--- src/hdl/lct_pkg.sv ---
// ----------------------------------------------------------------------------
// lct_pkg
// shared constants and controller/datapath command and status types for the
// lru cache table
// ----------------------------------------------------------------------------
package lct_pkg;

    localparam int DEF_ENTRIES     = 16;
    localparam int DEF_KEY_WIDTH   = 32;
    localparam int DEF_VALUE_WIDTH = 32;

    localparam int              CFG_WIDTH   = 5;
    localparam [CFG_WIDTH-1:0]  LIMIT_RESET = 5'd16;

    // operation codes
    localparam logic FUNC_GET = 1'b0;
    localparam logic FUNC_PUT = 1'b1;

    typedef struct packed {
        logic capture;      // latch the incoming request
        logic lookup;       // compare keys and pick the target slot
        logic apply;        // update stores and ranks
        logic load_result;  // move the result into the output register
    } t_dp_cmd;

    typedef struct packed {
        logic out_free;     // output register empty or being taken
    } t_dp_status;

endpackage

--- src/hdl/lru_cache_table_top.sv ---
// ----------------------------------------------------------------------------
// lru_cache_table_top
// fully associative key/value cache with least-recently-used replacement
// ----------------------------------------------------------------------------
//  channel   handshake                  payload
//  request   i_valid / o_ready          i_func, i_lookup_key, i_write_value
//  result    o_valid / i_ready          o_hit, o_read_value
//  config    i_cfg_valid / o_cfg_ready  i_cfg_data (entry limit)
//
//  one request at a time: accept, lookup, update, result load, so a new
//  request is not taken before the previous one has loaded its result
//  the next request is taken the cycle after the result is loaded; the result
//  sits in its own register, so a stalled result blocks only the result load
//  synchronous active-low reset empties the table at once, no clearing pass
//  config writes are always taken
// ----------------------------------------------------------------------------
module lru_cache_table_top #(
    parameter int ENTRIES     = lct_pkg::DEF_ENTRIES,
    parameter int KEY_WIDTH   = lct_pkg::DEF_KEY_WIDTH,
    parameter int VALUE_WIDTH = lct_pkg::DEF_VALUE_WIDTH
) (
    input  logic                          i_clk,
    input  logic                          i_rst_n,
    input  logic                          i_valid,
    output logic                          o_ready,
    input  logic                          i_func,
    input  logic [KEY_WIDTH-1:0]          i_lookup_key,
    input  logic [VALUE_WIDTH-1:0]        i_write_value,
    output logic                          o_valid,
    input  logic                          i_ready,
    output logic                          o_hit,
    output logic [VALUE_WIDTH-1:0]        o_read_value,
    input  logic                          i_cfg_valid,
    output logic                          o_cfg_ready,
    input  logic [lct_pkg::CFG_WIDTH-1:0] i_cfg_data
);
    import lct_pkg::*;

    t_dp_cmd    cmd;
    t_dp_status status;

    assign o_cfg_ready = 1'b1;

    lct_ctrl u_ctrl (
        .i_clk    (i_clk),
        .i_rst_n  (i_rst_n),
        .i_valid  (i_valid),
        .o_ready  (o_ready),
        .i_status (status),
        .o_cmd    (cmd)
    );

    lct_datapath #(
        .ENTRIES     (ENTRIES),
        .KEY_WIDTH   (KEY_WIDTH),
        .VALUE_WIDTH (VALUE_WIDTH)
    ) u_datapath (
        .i_clk         (i_clk),
        .i_rst_n       (i_rst_n),
        .i_cmd         (cmd),
        .o_status      (status),
        .i_func        (i_func),
        .i_lookup_key  (i_lookup_key),
        .i_write_value (i_write_value),
        .i_cfg_valid   (i_cfg_valid),
        .i_cfg_data    (i_cfg_data),
        .o_valid       (o_valid),
        .i_ready       (i_ready),
        .o_hit         (o_hit),
        .o_read_value  (o_read_value)
    );

endmodule

--- src/hdl/lct_ctrl.sv ---
// ----------------------------------------------------------------------------
// lct_ctrl
// sequencer: accept one request, run lookup and update, hand over the result
// ----------------------------------------------------------------------------
module lct_ctrl (
    input  logic                i_clk,
    input  logic                i_rst_n,
    input  logic                i_valid,
    output logic                o_ready,
    input  lct_pkg::t_dp_status i_status,
    output lct_pkg::t_dp_cmd    o_cmd
);
    import lct_pkg::*;

    typedef enum logic [3:0] {
        S_IDLE   = 4'b0001,
        S_LOOKUP = 4'b0010,
        S_APPLY  = 4'b0100,
        S_RESULT = 4'b1000
    } t_state;

    t_state r_state, n_state;

    always_comb begin
        n_state = r_state;
        case (r_state)
            S_IDLE:   if (i_valid) n_state = S_LOOKUP;
            S_LOOKUP: n_state = S_APPLY;
            S_APPLY:  n_state = S_RESULT;
            S_RESULT: if (i_status.out_free) n_state = S_IDLE;
            default:  n_state = S_IDLE;
        endcase
    end

    always_ff @(posedge i_clk) begin
        if (!i_rst_n) begin
            r_state <= S_IDLE;
        end else begin
            r_state <= n_state;
        end
    end

    assign o_ready           = (r_state == S_IDLE);
    assign o_cmd.capture     = (r_state == S_IDLE) && i_valid;
    assign o_cmd.lookup      = (r_state == S_LOOKUP);
    assign o_cmd.apply       = (r_state == S_APPLY);
    assign o_cmd.load_result = (r_state == S_RESULT) && i_status.out_free;

endmodule

--- src/hdl/lct_datapath.sv ---
// ----------------------------------------------------------------------------
// lct_datapath
// key cam, recency ranks, value memory, limit register and output register
// ----------------------------------------------------------------------------
module lct_datapath #(
    parameter int ENTRIES     = lct_pkg::DEF_ENTRIES,
    parameter int KEY_WIDTH   = lct_pkg::DEF_KEY_WIDTH,
    parameter int VALUE_WIDTH = lct_pkg::DEF_VALUE_WIDTH
) (
    input  logic                          i_clk,
    input  logic                          i_rst_n,
    input  lct_pkg::t_dp_cmd              i_cmd,
    output lct_pkg::t_dp_status           o_status,
    input  logic                          i_func,
    input  logic [KEY_WIDTH-1:0]          i_lookup_key,
    input  logic [VALUE_WIDTH-1:0]        i_write_value,
    input  logic                          i_cfg_valid,
    input  logic [lct_pkg::CFG_WIDTH-1:0] i_cfg_data,
    output logic                          o_valid,
    input  logic                          i_ready,
    output logic                          o_hit,
    output logic [VALUE_WIDTH-1:0]        o_read_value
);
    import lct_pkg::*;

    localparam int IDX_W  = (ENTRIES > 1) ? $clog2(ENTRIES) : 1;
    localparam int RANK_W = IDX_W;
    localparam int CNT_W  = $clog2(ENTRIES + 1);
    localparam int CMP_W  = (CNT_W > CFG_WIDTH) ? CNT_W : CFG_WIDTH;
    localparam [CMP_W-1:0] ENT_C = CMP_W'(ENTRIES);

    // request
    logic                   r_func;
    logic [KEY_WIDTH-1:0]   r_key;
    logic [VALUE_WIDTH-1:0] r_wval;

    // table state
    logic [KEY_WIDTH-1:0]   r_key_store [ENTRIES];
    logic [RANK_W-1:0]      r_rank      [ENTRIES];
    logic [ENTRIES-1:0]     r_entry_valid;
    logic [CNT_W-1:0]       r_count;
    logic [CFG_WIDTH-1:0]   r_limit;

    // value memory
    logic [VALUE_WIDTH-1:0] mem_value [ENTRIES];
    logic [VALUE_WIDTH-1:0] r_rd_data;

    // lookup results
    logic                   r_hit;
    logic                   r_evict;
    logic [IDX_W-1:0]       r_tgt_idx;
    logic [RANK_W-1:0]      r_old_rank;

    // output register
    logic                   r_out_valid;
    logic                   r_out_hit;
    logic [VALUE_WIDTH-1:0] r_out_value;

    // lookup logic
    logic [ENTRIES-1:0] match;
    logic [ENTRIES-1:0] oldest;
    logic [IDX_W-1:0]   hit_idx, victim_idx, free_idx, tgt_idx;
    logic [RANK_W-1:0]  hit_rank, last_rank;
    logic [CMP_W-1:0]   lim_ext, lim_eff;
    logic               any_hit, evict;

    assign last_rank = RANK_W'(r_count - 1'b1);

    always_comb begin
        hit_idx    = '0;
        victim_idx = '0;
        free_idx   = '0;
        hit_rank   = '0;
        for (int i = 0; i < ENTRIES; i++) begin
            match[i]  = r_entry_valid[i] && (r_key_store[i] == r_key);
            // ranks form a permutation of 0..count-1, so the oldest is unique
            oldest[i] = r_entry_valid[i] && (r_rank[i] == last_rank);
            if (match[i]) hit_rank = hit_rank | r_rank[i];
        end
        for (int i = ENTRIES - 1; i >= 0; i--) begin
            if (match[i])          hit_idx    = IDX_W'(i);
            if (oldest[i])         victim_idx = IDX_W'(i);
            if (!r_entry_valid[i]) free_idx   = IDX_W'(i);
        end
    end

    always_comb begin
        lim_ext = CMP_W'(r_limit);
        if (lim_ext == '0) begin
            lim_eff = CMP_W'(1);
        end else if (lim_ext > ENT_C) begin
            lim_eff = ENT_C;
        end else begin
            lim_eff = lim_ext;
        end
        any_hit = |match;
        evict   = (CMP_W'(r_count) >= lim_eff);
        if (any_hit) begin
            tgt_idx = hit_idx;
        end else if (evict) begin
            tgt_idx = victim_idx;
        end else begin
            tgt_idx = free_idx;
        end
    end

    // update decode
    logic is_put, do_promote, do_insert, key_wr;
    assign is_put     = (r_func == FUNC_PUT);
    assign do_promote = r_hit || (is_put && r_evict);
    assign do_insert  = is_put && !r_hit && !r_evict;
    assign key_wr     = is_put && !r_hit;

    always_ff @(posedge i_clk) begin
        if (i_cmd.capture) begin
            r_func <= i_func;
            r_key  <= i_lookup_key;
            r_wval <= i_write_value;
        end
        if (i_cmd.lookup) begin
            r_hit      <= any_hit;
            r_evict    <= evict;
            r_tgt_idx  <= tgt_idx;
            r_old_rank <= any_hit ? hit_rank : last_rank;
        end
        if (i_cmd.apply && key_wr) begin
            r_key_store[r_tgt_idx] <= r_key;
        end
    end

    // valid bits, ranks, occupancy and limit
    always_ff @(posedge i_clk) begin
        if (!i_rst_n) begin
            r_entry_valid <= '0;
            r_count       <= '0;
            r_limit       <= LIMIT_RESET;
            for (int i = 0; i < ENTRIES; i++) begin
                r_rank[i] <= '0;
            end
        end else begin
            if (i_cfg_valid) begin
                r_limit <= i_cfg_data;
            end
            if (i_cmd.apply && do_promote) begin
                for (int i = 0; i < ENTRIES; i++) begin
                    if (IDX_W'(i) == r_tgt_idx) begin
                        r_rank[i] <= '0;
                    end else if (r_entry_valid[i] && (r_rank[i] < r_old_rank)) begin
                        r_rank[i] <= r_rank[i] + 1'b1;
                    end
                end
            end
            if (i_cmd.apply && do_insert) begin
                for (int i = 0; i < ENTRIES; i++) begin
                    if (IDX_W'(i) == r_tgt_idx) begin
                        r_rank[i] <= '0;
                    end else if (r_entry_valid[i]) begin
                        r_rank[i] <= r_rank[i] + 1'b1;
                    end
                end
                r_entry_valid[r_tgt_idx] <= 1'b1;
                r_count                  <= r_count + 1'b1;
            end
        end
    end

    // value memory, one write and one registered read
    always_ff @(posedge i_clk) begin
        if (i_cmd.apply && is_put) begin
            mem_value[r_tgt_idx] <= r_wval;
        end
        if (i_cmd.apply && !is_put && r_hit) begin
            r_rd_data <= mem_value[r_tgt_idx];
        end
    end

    // output register
    always_ff @(posedge i_clk) begin
        if (!i_rst_n) begin
            r_out_valid <= 1'b0;
        end else if (i_cmd.load_result) begin
            r_out_valid <= 1'b1;
        end else if (i_ready) begin
            r_out_valid <= 1'b0;
        end
    end

    always_ff @(posedge i_clk) begin
        if (i_cmd.load_result) begin
            r_out_hit   <= r_hit;
            r_out_value <= (r_hit && !is_put) ? r_rd_data : '0;
        end
    end

    assign o_status.out_free = !r_out_valid || i_ready;
    assign o_valid           = r_out_valid;
    assign o_hit             = r_out_hit;
    assign o_read_value      = r_out_value;

    // checks
    a_count_matches_valid: assert property (@(posedge i_clk) disable iff (!i_rst_n)
        r_count == CNT_W'($countones(r_entry_valid)))
        else $error("occupancy differs from number of valid entries");

    a_key_unique: assert property (@(posedge i_clk) disable iff (!i_rst_n)
        $onehot0(match))
        else $error("key present in more than one entry");

    a_no_result_overrun: assert property (@(posedge i_clk) disable iff (!i_rst_n)
        i_cmd.load_result |-> (!r_out_valid || i_ready))
        else $error("result loaded over one not yet taken");

    a_insert_has_room: assert property (@(posedge i_clk) disable iff (!i_rst_n)
        (i_cmd.apply && do_insert) |-> !r_entry_valid[r_tgt_idx])
        else $error("insert into an occupied slot");

endmodule
--- config.mk ---
export PLATFORM = sky130hd
export DESIGN_NAME = lru_cache_table_top
export DESIGN_NICKNAME = d
export VERILOG_FILES = /design/src/hdl/lct_pkg.sv /design/src/hdl/lru_cache_table_top.sv /design/src/hdl/lct_ctrl.sv /design/src/hdl/lct_datapath.sv
export SDC_FILE = /design/constraint.sdc
export NUM_CORES = 2
export LEC_CHECK = 0
export ABC_AREA = 1
export BUFFER_PORTS_ARGS = -buffer_cell sky130_fd_sc_hd__buf_2
export CAP_MARGIN = 30
export CORE_ASPECT_RATIO = 0.6
export CORE_MARGIN = 2
export CORE_UTILIZATION = 48
export DETAILED_ROUTE_END_ITERATION = 10
export REMOVE_ABC_BUFFERS = 1
export SETUP_SLACK_MARGIN = 0.02
export SYNTH_ARGS = -nofsm -noshare
export SYNTH_HDL_FRONTEND = slang
export SYNTH_HIERARCHICAL = 1
export SYNTH_SLANG_ARGS = --single-unit
--- constraint.sdc ---
create_clock -name i_clk -period 11.4 [get_ports i_clk]
set_input_delay 1.71 -clock i_clk [delete_from_list [all_inputs] [get_ports i_clk]]
set_output_delay 1.71 -clock i_clk [all_outputs]
set_load 0.01 [all_outputs]
# == After elaboration in Yosys (flattened, before gate mapping) ==
# Memories as Yosys holds them, arrays and structs flattened. A register that Yosys moved wholly into a read port is not among the register bits.
# Cells that the tools add are included.
# op_classes
div,0
mul,0
eq_ne,53
shifts,0
reduce_logical,72
magnitude_cmp,20
add_sub_neg,18
bitwise,80
mux,417
# ops
operator,count
4-bit 2-to-1 mux,133
32-bit equality test,16
1-bit 2-to-1 mux,280
4-bit by 1-bit adder with 4-bit output (second input constant),16
4-bit equality test,16
4-bit < comparator,16
1-bit bitwise OR,64
1-bit logical AND,61
4-bit bitwise OR,15
4-bit equality test (first input constant),8
3-bit by 4-bit equality test with 1-bit output (first input constant),4
16-bit bitwise OR,1
4-bit one-hot mux with 4 select lines,1
16-bit OR reduction,1
5-bit 2-to-1 mux,2
2-bit by 4-bit equality test with 1-bit output (first input constant),2
5-bit by 1-bit adder with 5-bit output (second input constant),1
5-bit greater-or-equal comparator,1
5-bit greater-than comparator (second input constant),1
5-bit zero test,1
4-bit by 5-bit < comparator with 1-bit output (second input constant),1
1-bit demux with 4-bit select,1
1-bit by 4-bit equality test with 1-bit output (first input constant),1
4-bit by 1-bit equality test with 1-bit output (second input constant),1
other kinds (12),16
# word_totals
reg_bits,139
latchBits,0
memories,3
mem_bits_rw,1088
in_bits,75
word_cells,677
rom_bits,0
output_inout_bits,36
# mem_list
memory,words,width,read_ports,rd_ports_with_merged_regs,write_ports,line,text
u_datapath.mem_value,16,32,1,1,1,lct_datapath.sv:45,logic [VALUE_WIDTH-1:0] mem_value [ENTRIES];
u_datapath.r_key_store,16,32,16,0,1,lct_datapath.sv:38,logic [KEY_WIDTH-1:0] r_key_store [ENTRIES];
u_datapath.r_rank,16,4,16,0,16,lct_datapath.sv:39,logic [RANK_W-1:0] r_rank [ENTRIES];

# == Logic depth before layout (Yosys ltp) ==
# An unclocked memory read counts as a cell.
# depth
ltp_word,35
depth_mapped,27
mapped_depth_nobuf,25

# == By module ==
# Netlist, hierarchy kept.
# modules_own_cells
module,cells_per_inst,seq_area_each_um2,area_each_um2,n_inst
lct_datapath,4054,37415.9,53027.1,1
lct_ctrl,40,80.1,234.0,1
lru_cache_table_top,2,0.0,11.3,1

# == Worst setup path after synthesis ==
# No wires, ideal clock.
# synth_path
kind,input -> register
start,in i_valid
end,"reg u_datapath.r_func, in the netlist u_datapath/is_put (enable)"
path_slack_ps,6433
setup_time_ps,488
path_buffers,0
t_arrival_ps,4479
stages,2
t_required_ps,10912
path_cell_list,inv_1 > nor2_1
# synth_rtl
element,line,text
from (decl),lru_cache_table_top.sv:24,"input logic i_valid,"
to (signal assigned),lct_datapath.sv:116,r_func <= i_func;
to (decl),lct_datapath.sv:33,logic r_func;

==> flow_summary.json <==
{
  "status": "completed",
  "synth_edf_count": 1228,
  "p_clk_frac": 0.391,
  "grt_usage": 0.275,
  "fin_area_um2": 59200,
  "postRouteWirelength_mm": 157,
  "grt_pass1_vias": 31639,
  "max_slew_margin": 0.305,
  "period_needed_ps": 4630,
  "dr.pass1.iters": 8,
  "holdPathStages": 2,
  "hold_class": "reg -> reg",
  "drt-initial-drc-count": 5509,
  "synth_most_common_cell": "edfxtp_1",
  "cts_made_buffers": 112,
  "cts_hold_buf": 0,
  "gp_congestion": 0.955,
  "async_reset_ff_frac": 0,
  "worstSetupPathType": "reg -> reg",
  "final_nets": 4378,
  "dieArea_um2": 114000,
  "cts_resized": 0,
  "syn_to_final_growth_pct": 11.2,
  "swShare": 0.228,
  "vias": 34903,
  "antenna_found_initial": 6,
  "cp.arrival_ps": 5030,
  "vdd_ir_drop_max_uv": 136,
  "post-route-util": 0.539,
  "pwr-share-comb": 0.054,
  "hold_end": "u_datapath/r_count[4]$_SDFFE_PN0P_",
  "synth_common_cells": "1228 x edfxtp_1, 581 x nand2_1, 330 x nor2_1",
  "path_max_fanout": 17,
  "cp_data_required_time_ps": 11800,
  "synth_top_area_share": 0.692,
  "syn_inst": 4096,
  "rr_startpoint": "u_ctrl/r_state[0]$_SDFFE_PN1P_",
  "finalHoldViolations": 0,
  "p_per_area_nw_per_um2": 158,
  "switchingPower_mw": 2.14,
  "p_leak_nw": 20.5,
  "ctsLongestPathBuffers": 3,
  "nFillCells": 9210,
  "row_count": 94,
  "worst_slew_pin_slew_ps": 1040,
  "wire_per_inst_um": 27.0,
  "tns_ps": 0,
  "ys_warn_count": 6,
  "setup_violations": 0,
  "fmax_mhz": 216,
  "placed_area_um2": 55700,
  "die_h_um": 262,
  "final_cells": 5815,
  "timing.final.crit_share": 0.406,
  "slew_violations": 0,
  "coreArea_um2": 110000,
  "clock_sinks": 1259,
  "hpwl_mm": 90.2,
  "ios": 111,
  "timing.reg2reg.setup_slack_ps": 6770,
  "start_util": 0.485,
  "reg2reg_depth": 14,
  "port_buffers": 109,
  "reg2reg_to": "u_datapath/r_rank[0][13]$_SDFFCE_PN0P_",
  "seq_area_frac_synth": 0.704,
  "placedCellCount": 5603,
  "endpoint_kind": "register",
  "min_from": "u_datapath/r_count[4]$_SDFFE_PN0P_",
  "clock_skew_ps": 36.5,
  "synthTopCellsByArea": "edfxtp_1 69%, nand2_1 4.1%, a22oi_1 3.7%",
  "antenna_left": 0,
  "grt_pass1_wl_mm": 225,
  "ys_types": 65,
  "clk_root_buffer_cell": "clkbuf_16",
  "clkSlewWorstSetupHoldPaths_ps": 60,
  "drc_errors": 0,
  "avgSynthCellArea_um2": 13.0,
  "viasPerCell": 6.00,
  "overflow": 0,
  "die_x_um": 434,
  "drive_above_1_share": 0.118,
  "max_cap_violations": 0,
  "p_int_mw": 7.23,
  "ys_ff_latch": 1259,
  "synth_top_area_cell": "edfxtp_1",
  "p_seq_frac": 0.555,
  "netlist_area_um2": 53300,
  "critical_path.startpoint_type": "register",
  "post_cts_buffers": 0,
  "cts_tree": "yes",
  "ys.flop_type": "edfxtp_1",
  "rsz0062_at_grt": "false",
  "h-tree-depth": 3,
  "clkLatencyLatePin_ps": 740,
  "grt_max_degree": 70
}
[worst max-delay path, cell delays in order (launching register included)]
cell      delay, ps
dfxtp_1         320
nor2_1          210
nand2_1         140
inv_1           110
nand2_2         460
nor2_1          330
clkinv_1        100
buf_4           270
nor2_2          570
inv_1           300
nor2_2          390
inv_1           370
nand2_1         340
o21ai_0         160
nand3_1         190
[sequential cells by signal, indices dropped and copies added (netlist names)]
register / count
u_datapath/r_key_store: 512
u_datapath/o_valid: 1
u_datapath/mem_value: 512
u_datapath/r_tgt_idx: 4
u_datapath/r_key: 32
u_datapath/r_entry_valid: 16
u_datapath/r_evict: 1
u_datapath/r_hit: 1
u_datapath/o_read_value: 32
u_datapath/r_wval: 32
u_datapath/lim_ext: 5
u_ctrl/r_state: 4
u_datapath/o_hit: 1
u_datapath/r_old_rank: 4
u_datapath/r_count: 5
u_datapath/is_put: 1
u_datapath/r_rd_data: 32
u_datapath/r_rank: 64
[layer usage]
metal,share of wire,GRT usage,up-vias,wire (µm)
met1,0.45,0.441,17235,70700
met5,0.00027,0,-,43
met3,0.13,0.0718,202,20100
li1,-,-,15363,-
met2,0.40,0.370,2097,63200
met4,0.020,0.0595,6,3190
[per-stage QoR]
stage / hold WS, ps / power (mW) / setup slack, ps
floorplan: 443 / 5.54 / 4150
global placement: 466 / 5.79 / 7110
detailed placement: 468 / 5.80 / 6920
CTS: 478 / 9.42 / 6900
global route: 521 / 9.64 / 6430
finish: 481 / 9.37 / 6770
[power by group through the flow]
| stage | Combinational [mW] | Clock, mW | Sequential (mW) |
|---|---|---|---|
| floorplan | 0.218 | 0 | 5.32 |
| global placement | 0.490 | 0 | 5.30 |
| detailed placement | 0.494 | 0 | 5.30 |
| CTS | 0.495 | 3.72 | 5.20 |
| global route | 0.535 | 3.90 | 5.21 |
| finish | 0.505 | 3.66 | 5.21 |
[layout make-up]
class                      instances  area [µm²]  area share
antenna                            2        5.00   0.0000845
clock buffer                     151        3050      0.0515
clock inverter                    56         407     0.00687
inverter                         310        1180      0.0199
multi-input combinational       2355       13900       0.235
sequential                      1259       37500       0.633
tap                             1488        1860      0.0314
timing repair buffer             194        1300      0.0220
[placed cells by master, fill, tap and decap left out, types with 51 or more instances in the layout]
| master | n |
|---|---|
| inv_1 | 272 |
| xnor2_1 | 116 |
| ha_1 | 71 |
| xor2_1 | 80 |
| nand4_1 | 51 |
| o22ai_1 | 94 |
| nor2_1 | 293 |
| buf_2 | 109 |
| nand3_1 | 62 |
| nand2_1 | 578 |
| clkbuf_16 | 115 |
| a21oi_1 | 201 |
| edfxtp_1 | 1228 |
| o21ai_0 | 135 |
| a22oi_1 | 261 |
| buf_4 | 75 |
[worst max path at each step]
stage / from / to / slack, ps / cells past startpoint
final: u_ctrl/r_state[0]$_SDFFE_PN1P_ / u_datapath/r_rank[0][13]$_SDFFCE_PN0P_ / 6770 / 14
after global routing: u_ctrl/r_state[1]$_SDFFE_PN0P_ / u_datapath/r_rank[0][13]$_SDFFCE_PN0P_ / 6430 / 14
after CTS: u_ctrl/r_state[1]$_SDFFE_PN0P_ / u_datapath/r_rank[0][15]$_SDFFCE_PN0P_ / 6900 / 14
after detailed placement: u_ctrl/r_state[1]$_SDFFE_PN0P_ / u_datapath/r_rank[0][13]$_SDFFCE_PN0P_ / 6920 / 14
after global placement: u_ctrl/r_state[2]$_SDFFE_PN0P_ / u_datapath/r_rank[0][10]$_SDFFCE_PN0P_ / 7110 / 15
after floorplan: u_datapath/r_tgt_idx[1]$_DFFE_PP_ / u_datapath/mem_value[1][0]$_DFFE_PP_ / 4150 / 3
[cells by family (layout without fill, tap and decap cells)]
group / Yosys count / count (layout) / synth area share
fa+ha+maj: 71 / 71 / 0.0167
other cells: 1 / 3 / 0.0000704
buf+inv: 482 / 711 / 0.0395
flops: 1259 / 1259 / 0.704
compound gates: 869 / 869 / 0.106
simple gates: 1218 / 1218 / 0.102
xor+xnor: 196 / 196 / 0.0322
Power figures use the tool's default switching activity.
